**config.mk**
```make
export PLATFORM = sky130hd
export DESIGN_NAME = fsg_ram
export DESIGN_NICKNAME = d
export VERILOG_FILES = /design/src/rtl/fsg_ram.sv
export SDC_FILE = /design/constraint.sdc
export NUM_CORES = 1
export LEC_CHECK = 0
export BUFFER_PORTS_ARGS = -buffer_cell sky130_fd_sc_hd__buf_2
export CAP_MARGIN = 10
export CORE_MARGIN = 5
export CORE_UTILIZATION = 65
export DETAILED_ROUTE_END_ITERATION = 10
export PLACE_DENSITY = 0.84
export SKIP_LAST_GASP = 1
export SLEW_MARGIN = 20
export SYNTH_ARGS = -nofsm -noshare
export SYNTH_HDL_FRONTEND = slang
export SYNTH_SLANG_ARGS = --single-unit
```
**constraint.sdc**
```tcl
create_clock -name clk -period 4.69 [get_ports clk]
set_clock_uncertainty 0.1 [all_clocks]
set_input_delay 0.938 -clock clk [delete_from_list [all_inputs] [get_ports clk]]
set_output_delay 0.938 -clock clk [all_outputs]
set_load 0.005 [all_outputs]
```
**src/rtl/fsg_ram.sv**
```systemverilog
// generic single-write, single-read synchronous ram with registered read data
module fsg_ram #(
    parameter int WIDTH = 8,
    parameter int DEPTH = 16
) (
    input  logic                     clk,
    input  logic                     wr_en,
    input  logic [$clog2(DEPTH)-1:0] wr_addr,
    input  logic [WIDTH-1:0]         wr_data,
    input  logic                     rd_en,
    input  logic [$clog2(DEPTH)-1:0] rd_addr,
    output logic [WIDTH-1:0]         rd_data
);

    logic [WIDTH-1:0] mem [DEPTH];
    logic [WIDTH-1:0] rd_data_reg;

    // write port
    always_ff @(posedge clk)
    begin
        if (wr_en)
        begin
            mem[wr_addr] <= wr_data;
        end
    end

    // read port, data holds until the next read
    always_ff @(posedge clk)
    begin
        if (rd_en)
        begin
            rd_data_reg <= mem[rd_addr];
        end
    end

    assign rd_data = rd_data_reg;

endmodule

```
* Word level (Yosys, flattened, before mapping) *
Memory sizes are Yosys's and may differ from the RTL's. A register that Yosys moved wholly into a read port is not among the register bits.
Cells that the tools add are included.
W data, S select, Z words.

operators by class
  bitwise operators = 0
  add/sub/neg operators = 0
  magnitude comparators = 0
  $mul = 0
  shifts and indexed selects = 0
  equality and inequality tests = 0
  multiplexer cells = 2
  div/mod/pow operators = 0
  reductions and logical operators = 0

operators by type and width
  operator  count
  $mux W1   2

storage, ports and cells
  latch bits = 0
  memory bits (writable) = 128
  bits in read-only memories = 0
  output and inout port bits = 8
  bits in registers = 0
  input port bits = 19
  memories = 1

memories
  memory  depth  width  read ports  clocked after Yosys merged registers in  wr ports  line  source
  mem     16     8      1           1                                        1         15    logic [WIDTH-1:0] mem [DEPTH];

* Longest topological paths before layout *
  depth after elaboration = 2
  gate-level depth with buffers = 5
  depth with buffers taken out = 3

* Worst setup path before layout *
Ideal clock, no wire load.

  path type = input to register
  from = in wr_addr[2]
  to = mem mem[0][0] (enable)
  setup time = 0.383 ns
  buffers on the path = 0
  cell stages on the path = 2
  data arrival time = 2.048 ns
  setup slack = 2.159 ns
  cells stage by stage = or3b_2 > nor3_1

RTL lines
  item         line  source
  from (decl)  8     input logic [$clog2(DEPTH)-1:0] wr_addr,
  to (decl)    15

No word-level cell before the write port.

==> metrics <==
Pwr Total=2.77 mW; Max Root-Sink Buffers=2; IO buf count=26; area share of the largest cell type after synthesis=0.781; most frequent cells after synthesis=edfxtp_1, mux4_2, a22oi_1; kind of critical path=in2reg; GRT overflow=0; dominant cells by area after synthesis=edfxtp_1, mux4_2, mux4_1; TNS Setup=0 ps; RSZ-0062 raised after global routing=false; Initial DRC Count=330; vias in the first global route=2,583; core area=0.00777 mm^2; sequential fraction of the synthesis area=0.781; top-count cell post-synth=edfxtp_1; final worst-path cycle share=0.576; TritonCTS sink count=136; # hold bufs at CTS=0; Total GRT Usage=0.236; via-per-instance ratio=6.77; hold violation total from the final report=0; max reg flops=128; CTS Buf Count=17; GPL Wtd Cong=0.733; Mean Syn Cell Area=22.8 um^2; #FFs+latches synth=136; antenna violations before repair=0; n_diodes=0; Post-Route M1 WL=4280 um; Yosys top cell by area=edfxtp_1; post-synthesis cell type count=18; number of flops mapped to enable cells by yosys=136; actual slew at the worst max-slew pin=1190 ps; DIE HEIGHT=99.7 um; clk_lat worst skew=520 ps; CTS tree=built; Setup Fix Bufs, Post-CTS=0; hpwl dp=5980 um; status=completed; Leak=2.00 nW; hold crit path type=reg2reg; antenna-violating nets left=0; Die X-Extent=99.7 um; non-filler instance count after layout=379; final instance area=0.00599 mm^2; layout cell share with drive strength beyond 1=0.282; Worst setup EP type=flop; I/O pin cnt=27; via count=2,566; Post-CTS Resized=0; Worst R2R Setup Slack=2960 ps; Post-DP Area=0.00542 mm^2; Setup-failing EPs final=0; Post-synth top flop=edfxtp_1; fraction of registers with async set/reset=0; uppermost layer routed=met4; CTS Root Buffer Type=clkbuf_8; Die ar.=0.00994 mm^2; syn nets=248; Rows=32; nets@finish=284; Initial DRT Pass Iterations=5; Crit path arrival time=2850 ps; Pwr per Cell Area=462 mW/mm^2; Crit Path Max Fanout=32; DRC Markers=0; placed instance count=348; Period minus WS final=2700 ps; Synth warnings=0; Max rail drop VDD=0.381 mV; Gate Count Post-Synth=229; Max transition margin=0.206; Max Fclk=370 MHz; H-tree depth=4; Syn-to-layout area delta=14.7%; routed wl met3=908 um; CTS clk-pin slew, worst paths=60 ps; max-slew violations=0; mapped cell area=0.00523 mm^2; largest net degree at the start of global routing=33; max-capacitance violation count=0; CP Launch Type=input port; global-route wire length before repair=16,000 um; WL final=10,800 um; metal2 WL=5250 um; initial cell density of the core=0.673; Worst EP required=4830 ps; Avg WL per Cell=28.4 um
==> cell families after synthesis <==
family / share of synthesized area
mux: 0.148
flops: 0.781
buf+inv: 0.0165
compound gates: 0.0230
simple gates: 0.0314
==> layout make-up <==
cell class                      count  area [um^2]
Tap cell                          102          128
Timing Repair Buffer               27          138
Clock buffer                       17          414
Fill cell                         387         1770
Sequential cell                   136         4080
Multi-Input combinational cell     83         1070
Clock inverter                     14          159
==> worst paths after layout <==
check / from / endpoint / cells after the start
max: rd_addr[0] / rd_data[5] / 4
min reg2reg: mem[13][6] / rd_data[6] / 3
min: mem[13][6] / rd_data[6] / 3
max reg2reg: mem[0][5] / rd_data[5] / 3
==> cell usage in the layout, fill, tap and decap left out <==
master / n
clkinv_4: 3
clkinv_2: 4
nor3_1: 1
bufinv_16: 3
nor2b_1: 1
nand2_1: 9
and2b_1: 1
buf_2: 26
or3b_2: 1
a22oi_1: 16
mux4_2: 18
nand2b_1: 2
clkbuf_8: 1
and2_1: 1
nand3b_1: 2
nor2_1: 13
clkinv_1: 2
nand3_1: 1
clkbuf_16: 16
nor3_2: 3
edfxtp_1: 136
buf_4: 1
mux4_1: 14
clkinvlp_4: 2
==> stage by stage <==
stage           util  hold slack (ps)  setup WS (ps)
2_1_floorplan      -              605           2160
3_3_place_gp   0.697              627           1540
3_5_place_dp   0.697              650           1520
4_1_cts        0.771              675           1980
5_1_grt        0.772              669           1860
6_report       0.772              676           1990
==> layer usage <==
layer  vias to the layer above  global-route usage
li1                       1052                   -
met1                      1342               0.318
met2                       147               0.356
met3                        25              0.0813
met4                         0              0.0977
met5                         -                   0
==> report_power, final <==
group	internal [mW]	switching (mW)	leakage [nW]
clock	0.799	0.470	0.278
combinational	0.0474	0.0729	0.482
sequential	1.37	0.00833	1.24
total	2.22	0.551	2.00
==> critical path, stage by stage <==
cell     delay [ps]
buf_2           760
mux4_1          670
a22oi_1         300
nand2_1         140
Power figures use the tool's default switching activity.
