$ cat src/rtl/fsg_pkg.sv
// shared constants, action codes and control types for the falling sand grid
package fsg_pkg;

    // grid geometry
    localparam int GRID_WIDTH  = 640;
    localparam int GRID_HEIGHT = 480;

    localparam int COL_W  = $clog2(GRID_WIDTH);
    localparam int ROW_W  = (GRID_HEIGHT > 2) ? $clog2(GRID_HEIGHT) : 1;

    // input word field widths
    localparam int ACTION_W = 2;
    localparam int COL_IN_W = 10;
    localparam int ROW_IN_W = 9;

    // action codes
    localparam logic [ACTION_W-1:0] ACT_PLACE = 2'd0;
    localparam logic [ACTION_W-1:0] ACT_TICK  = 2'd1;
    localparam logic [ACTION_W-1:0] ACT_READ  = 2'd2;

    // row engine control from the sequencer
    typedef struct packed {
        logic ld_below_mem;
        logic ld_below_here;
        logic ld_here;
        logic step;
    } eng_ctl_t;

    // row engine status back to the sequencer
    typedef struct packed {
        logic last_col;
    } eng_sts_t;

endpackage

$ cat src/rtl/fsg_row_engine.sv
// row engine: sweeps one row over the row below, one cell per cycle while step is high
module fsg_row_engine
    import fsg_pkg::*;
(
    input  logic                  clk,
    input  logic                  rst_n,
    input  eng_ctl_t              ctl,
    input  logic [GRID_WIDTH-1:0] rd_data,
    output logic [GRID_WIDTH-1:0] here_row,
    output logic [GRID_WIDTH-1:0] below_row,
    output eng_sts_t              sts
);

    localparam logic [COL_W-1:0] LAST_COL = COL_W'(GRID_WIDTH - 1);

    // here row rotates so bit 0 is the current column;
    // below row rotates so bits 0..2 are columns c-1, c, c+1
    logic [GRID_WIDTH-1:0] here_sr_reg, here_sr_next;
    logic [GRID_WIDTH-1:0] below_sr_reg, below_sr_next;
    logic [COL_W-1:0]      col_cnt_reg, col_cnt_next;

    logic                  grain, bl, bc, br;
    logic                  first_col, last_col;
    logic                  mv_down, mv_left, mv_right, keep;
    logic [GRID_WIDTH-1:0] below_mod;

    // decide the move of the current grain
    always_comb
    begin
        grain     = here_sr_reg[0];
        bl        = below_sr_reg[0];
        bc        = below_sr_reg[1];
        br        = below_sr_reg[2];
        first_col = (col_cnt_reg == '0);
        last_col  = (col_cnt_reg == LAST_COL);
        mv_down   = grain && !bc;
        mv_left   = grain && bc && !first_col && !bl;
        mv_right  = grain && bc && (first_col || bl) && !last_col && !br;
        keep      = grain && !(mv_down || mv_left || mv_right);
        below_mod = below_sr_reg;
        if (mv_left)
        begin
            below_mod[0] = 1'b1;
        end
        if (mv_down)
        begin
            below_mod[1] = 1'b1;
        end
        if (mv_right)
        begin
            below_mod[2] = 1'b1;
        end
    end

    // shift line updates
    always_comb
    begin
        here_sr_next  = here_sr_reg;
        below_sr_next = below_sr_reg;
        col_cnt_next  = col_cnt_reg;
        priority if (ctl.ld_below_here)
        begin
            below_sr_next = {here_sr_reg[GRID_WIDTH-2:0], here_sr_reg[GRID_WIDTH-1]};
        end
        else if (ctl.ld_below_mem)
        begin
            below_sr_next = {rd_data[GRID_WIDTH-2:0], rd_data[GRID_WIDTH-1]};
        end
        else if (ctl.step)
        begin
            below_sr_next = {below_mod[0], below_mod[GRID_WIDTH-1:1]};
        end
        priority if (ctl.ld_here)
        begin
            here_sr_next = rd_data;
            col_cnt_next = '0;
        end
        else if (ctl.step)
        begin
            here_sr_next = {keep, here_sr_reg[GRID_WIDTH-1:1]};
            if (!last_col)
            begin
                col_cnt_next = col_cnt_reg + 1'b1;
            end
        end
    end

    // column counter
    always_ff @(posedge clk or negedge rst_n)
    begin
        if (!rst_n)
        begin
            col_cnt_reg <= '0;
        end
        else
        begin
            col_cnt_reg <= col_cnt_next;
        end
    end

    // row buffers
    always_ff @(posedge clk)
    begin
        here_sr_reg  <= here_sr_next;
        below_sr_reg <= below_sr_next;
    end

    // rows back in column order once a sweep is complete
    assign here_row     = here_sr_reg;
    assign below_row    = {below_sr_reg[0], below_sr_reg[GRID_WIDTH-1:1]};
    assign sts.last_col = last_col;

endmodule

$ cat config.mk
export PLATFORM = sky130hd
export DESIGN_NAME = fsg_row_engine
export DESIGN_NICKNAME = d
export VERILOG_FILES = /design/src/rtl/fsg_pkg.sv /design/src/rtl/fsg_row_engine.sv
export SDC_FILE = /design/constraint.sdc
export NUM_CORES = 2
export LEC_CHECK = 0
export ABC_AREA = 1
export BUFFER_PORTS_ARGS = -buffer_cell sky130_fd_sc_hd__buf_2
export CAP_MARGIN = 20
export CORE_AREA = 4 4 749 751
export CTS_BUF_LIST = sky130_fd_sc_hd__clkbuf_4
export DETAILED_ROUTE_END_ITERATION = 6
export DIE_AREA = 0 0 753 755
export MAX_ROUTING_LAYER = met4
export PLACE_DENSITY = 0.3
export SETUP_SLACK_MARGIN = 0.02
export SLEW_MARGIN = 20
export SYNTH_ARGS = -nofsm -noshare
export SYNTH_HDL_FRONTEND = slang
export SYNTH_SLANG_ARGS = --single-unit
$ cat constraint.sdc
create_clock -name clk -period 2.1 [get_ports clk]
set_input_delay 0.315 -clock clk [delete_from_list [all_inputs] [get_ports clk]]
set_output_delay 0.315 -clock clk [all_outputs]
set_load 0.05 [all_outputs]
# [After elaboration in Yosys (flattened, before gate mapping)]
# Cells that the tools add are included.
# Widths: inputs -> output; s select.
[totals] regBits=1290 inputBits=646 output_inout_bits=1281 wordCells=38
[op_classes] add_sub_neg=1 eq_ne=2 n_mux=11 n_reduce_logical=21
[ops] op="$mux 640" count=5
[ops] op="$mux 10" count=3
[ops] op="$add 10x1->10 const B" count=1
[ops] op="$eq 10x10->1 const B" count=1
[ops] op="$logic_not 10->1" count=1
[ops] op="$logic_and 1x1->1" count=8
[ops] op="$logic_not 1->1" count=6
[ops] op="$logic_or 1x1->1" count=3
[ops] op="$mux 1" count=3
[ops] op="$reduce_bool 3->1" count=1
[ops] op="$ne 2x2->1 const B" count=1
[ops] op="$reduce_and 2->1" count=1
[ops] op="$reduce_bool 2->1" count=1

# [Logic depth before layout (Yosys ltp)]
[depth] depth_word=10 mapped_depth=10 depth_no_buf=10

# [Least setup slack after synthesis]
# OpenSTA, ideal clock, no wires.
[synth_path] path_kind="input to register" start="input ctl[1] in the netlist's numbering" end="register col_cnt_reg[7]" setup_time_ns=0.216 t_arrival_ns=15.687 t_required_ns=1.884 path_slack_ns=-13.803 path_stages=7 cell_sequence="buf_2 inv_2 nand2_1 o21ai_2 buf_6 nand2_1 o21ai_0"
[synth_via] elab_chain_cells=2 word_cells_on_any_way=4
[synth_lines] item="start: declaration" line="fsg_row_engine.sv:7" text="input eng_ctl_t ctl,"
[synth_lines] item="$ne 2x2->1 (no source line) / $reduce_bool 2->1 (equally long branches)"
[synth_lines] item="$reduce_and 2->1 (no source line)"
[synth_lines] item="end signal: assignment" line="fsg_row_engine.sv:97" text="col_cnt_reg <= col_cnt_next;"
[synth_lines] item="end: declaration" line="fsg_row_engine.sv:20" text="logic [COL_W-1:0] col_cnt_reg, col_cnt_next;"
# Several ways; a longest one is shown, not always the timed one.
# A chain may end at the register's enable or synchronous reset.

# [Final worst setup path]
[layout_path] start="register col_cnt_reg[0]" end="output sts"
[layout_via] elab_chain_cells=1
[layout_lines] item="$eq 10x10->1" line="fsg_row_engine.sv:35" text="last_col = (col_cnt_reg == LAST_COL);"
[layout_lines] item="end: declaration" line="fsg_row_engine.sv:11" text="output eng_sts_t sts"
# Every way passes these cells.

==> results.txt <==
* Dominant combinational cell family by area after synthesis: simple AND/OR/NAND/NOR gates
* Clock tree root driver cell: sky130_fd_sc_hd__clkbuf_4
- Status: finished with violations
- Buffers inserted during clock tree synthesis total between 400 and 500.
- Layout cells sized above 1: 34.64%
* Leading cell type in the layout, fill and taps excluded: sky130_fd_sc_hd__nand2_1
- A synthesized cell averages 9.429 um^2.
- Via count: between 70000 and 80000
* Data arrival time of the critical path: 2780 ps
- In the detailed route, the total length drawn on met2 is between 200000 and 250000 um.
- Via count of the first global-routing pass: around 73000
- Fraction of the cycle the final worst path needs: 147.6%
* Starting Density: 10.70%
* Slew at the pin closest to its max-slew limit: just over 700 ps
- Highest ir drop seen on vdd: roughly 0.0005 V
- Wire length of the first global-routing pass: 674000 um
- Data required time of the worst path: approximately 1800 ps
- In this run the static leakage power is 0.05205 uW.
* Deepest clock path buffer count: 4
- The worst hold path belongs to the class in -> reg.
* Hold Worst Slack: ~280 ps
- Congestion Overflow GR: 0
* Simple logic cell fraction of the synthesized area: between 20% and 30%
- Clk Latency, worst-skew pair: 1480 ps
- The highest metal layer carrying signal wires in the routed design is met4.
- Ranked by total cell area, the synthesized netlist is headed by sky130_fd_sc_hd__edfxtp_1 65%, sky130_fd_sc_hd__nand2_1 16%, sky130_fd_sc_hd__a21oi_1 11%, sky130_fd_sc_hd__nor2_1 4.1%, sky130_fd_sc_hd__clkbuf_1 1.5%.
- Summing the sequential cell areas from Yosys gives 65.12% of the chip area.
- After detailed routing, the average wire length per cell comes to around 27 um.
- The library cells used most frequently in the layout, excluding fill and tap cells, are 2589 x sky130_fd_sc_hd__nand2_1, 1721 x sky130_fd_sc_hd__dlygate4sd3_1, 1335 x sky130_fd_sc_hd__buf_4.
* Die boundary height: around 760 um
- Fraction of the mapped netlist area in adder cells: less than 1%
- Measured against its own limit, the worst slew margin works out to a little over half.
* Half-perimeter wire length after detailed placement: approximately 400000 um
- Count of standard-cell rows: about 270
* Aggregate routed wire length: between 500000 and 600000 um
* Net count of the finished layout: roughly 12000
* Top-level I/O count: approximately 1900
- The total area inside the core boundary comes to 555000 um^2.
* M1 wire length: about 210000 um
- The number of max-slew violations in the final report came to 0.
- Final antenna-violating net count: 0
* Synthesized-area fraction occupied by xor and xnor cells: less than 1%
- Yosys cell types: 26
* Final cell utilization of the core: between 20% and 30%
- Routability Congestion: 0.9376
- Layout-stage area growth over the synthesis result: 102.7%
* Clock transition at the registers of the reported paths: approximately 60 ps
- Highest Clock Rate: roughly 0.32 GHz
- The clock drives between 1000 and 1500 sinks.
* Width of the die: between 700 and 800 um
- TritonCTS built the clock tree.
- During synthesis, Yosys emitted a total of 0 warnings.
* Kind of critical path: reg -> out
* Routed length on met3: around 46000 um
* Initial antenna violation count: 317
- Element type at the critical path start: flop
* Failing checks: DRC, setup timing
- Entering global routing, the biggest net connects 71 pins.
* Finish-stage setup viols: around 1300
* Number of vias per cell: approximately 3.7
- Period minus WS final: 3099 ps
* Synthesized netlist net count: about 6900
- Endpoint class of the critical path: output pin
* Total die area: approximately 570000 um^2
- FF+latch count, synth: between 1000 and 1500
- The synthesized design devotes to its leading area cell type 64.69% of total area.
- Detailed Route Iter0 Violations: approximately 5500
* DRC errors left: 1
- Dividing total power by cell area gives a power density of 802.4 nW/um^2.
- Worst clock skew: 159.6 ps
- Max-cap violations in this run came to 0.
* Post-layout worst setup margin: -998.7 ps
* Deepest level of the CTS H-tree: 5
- Port buffering added roughly 1900 buffers.
- In this run the worst path has a maximum fanout of 4.
- The synthesized netlist devotes ~11% of its cell area to compound gates.
* Post-synthesis instance total: 6301
- Setup repair after global routing could not meet its margin everywhere.
- Library cell occupying the most area in the post-synthesis netlist: sky130_fd_sc_hd__edfxtp_1
- First-pass iteration count of the detailed router: 7
* Mux share of post-synthesis cell area: 0%
- The synthesized netlist occupies a cell area of roughly 59000 um^2.
- The count of endpoints failing hold in the final timing report came to 0.
- Combined global-route utilization of all metal layers: 17.69%
[what timing repair did]
item / CTS / global route
hold buffers: 1723 / 0
buffers inserted: 903 / 247
hold endpoints to repair: 2580 / 0
pin swaps: 0 / 1
setup endpoints to repair: 1281 / 1334
resized for setup: 2678 / 21
[synth_stat cells, drive strengths merged]
library cell and instances:
or2 1, dfrtp 10, buf 183, ha 2
inv 20, xor2 1, o21a 2, o21ai 13
nand2 2594, nor3 7, a21oi 1275, a221oi 1
xnor2 1, nor2 653, nand4 2, nand3 12
clkbuf 244, edfxtp 1280
[worst max-delay path, stage by stage, from the launching register on]
cell and delay [ps]:
sky130_fd_sc_hd__dfrtp_1 350, sky130_fd_sc_hd__ha_2 180, sky130_fd_sc_hd__nand2_2 60, sky130_fd_sc_hd__nor2_2 110, sky130_fd_sc_hd__nand2_1 70, sky130_fd_sc_hd__nor2_2 140, sky130_fd_sc_hd__nand2_2 100, sky130_fd_sc_hd__inv_2 90
sky130_fd_sc_hd__buf_12 130, sky130_fd_sc_hd__buf_12 130
[path summary, 6_finish.rpt]
path                            cells after the start            from  slack, ps              to
worst max-delay path                                9  col_cnt_reg[0]      -1000             sts
worst min-delay path                                4    rd_data[353]        280   here_row[353]
worst max register to register                      7  col_cnt_reg[0]        370  col_cnt_reg[9]
worst min register to register                      2   here_row[200]        540   here_row[199]
max in group asynchronous                           4           rst_n        940  col_cnt_reg[1]
min in group asynchronous                           4           rst_n        780  col_cnt_reg[5]
[stage by stage]
step                setup TNS (ps)  worst slack, ps  std cells  power (uW)  cell area (um^2)
finish                     -362640           -998.7      19240       96660            120500
global placement             -1021           -234.3      15440       58890             80220
global route               -758900            -1408      19200      100800            120300
CTS                        -872160            -1387      18770       97450            118000
detailed placement           -1239           -272.3      15440       58750             80220
floorplan                 -1847710            -1575       6301       48150             59490
[routing by layer]
metal,vias up,global-route usage (%)
met4,0,5.148
met1,35520,20.94
li1,32130,-
met2,3250,28.44
met3,846,5.959
met5,-,-
[final cells by class]
type                    instances  area (um^2)
clock inverters               103        604.3
well taps                    7314         9151
diodes                        219        548.0
inverters                      20        106.4
multi-input cells            4564        18880
repair buffers               5120        47920
flip-flops and latches       1290        38690
clock buffers                 608         4564
fillers                     61560       434600
[power breakdown]
part | total (uW) | leakage [uW] | internal (uW) | switching [uW]
clock | 27600 | 0.00307 | 13600 | 14000
combinational | 33800 | 0.0355 | 13000 | 20800
sequential | 35300 | 0.0134 | 32000 | 3280
total | 96700 | 0.0521 | 58600 | 38100
[cell families after synthesis]
| family | count (synthesis) |
|---|---|
| simple gates | 3269 |
| fa+ha+maj | 2 |
| flops | 1290 |
| compound gates | 1291 |
| xor+xnor | 2 |
| buf+inv | 447 |
Power figures use the tool's default switching activity.
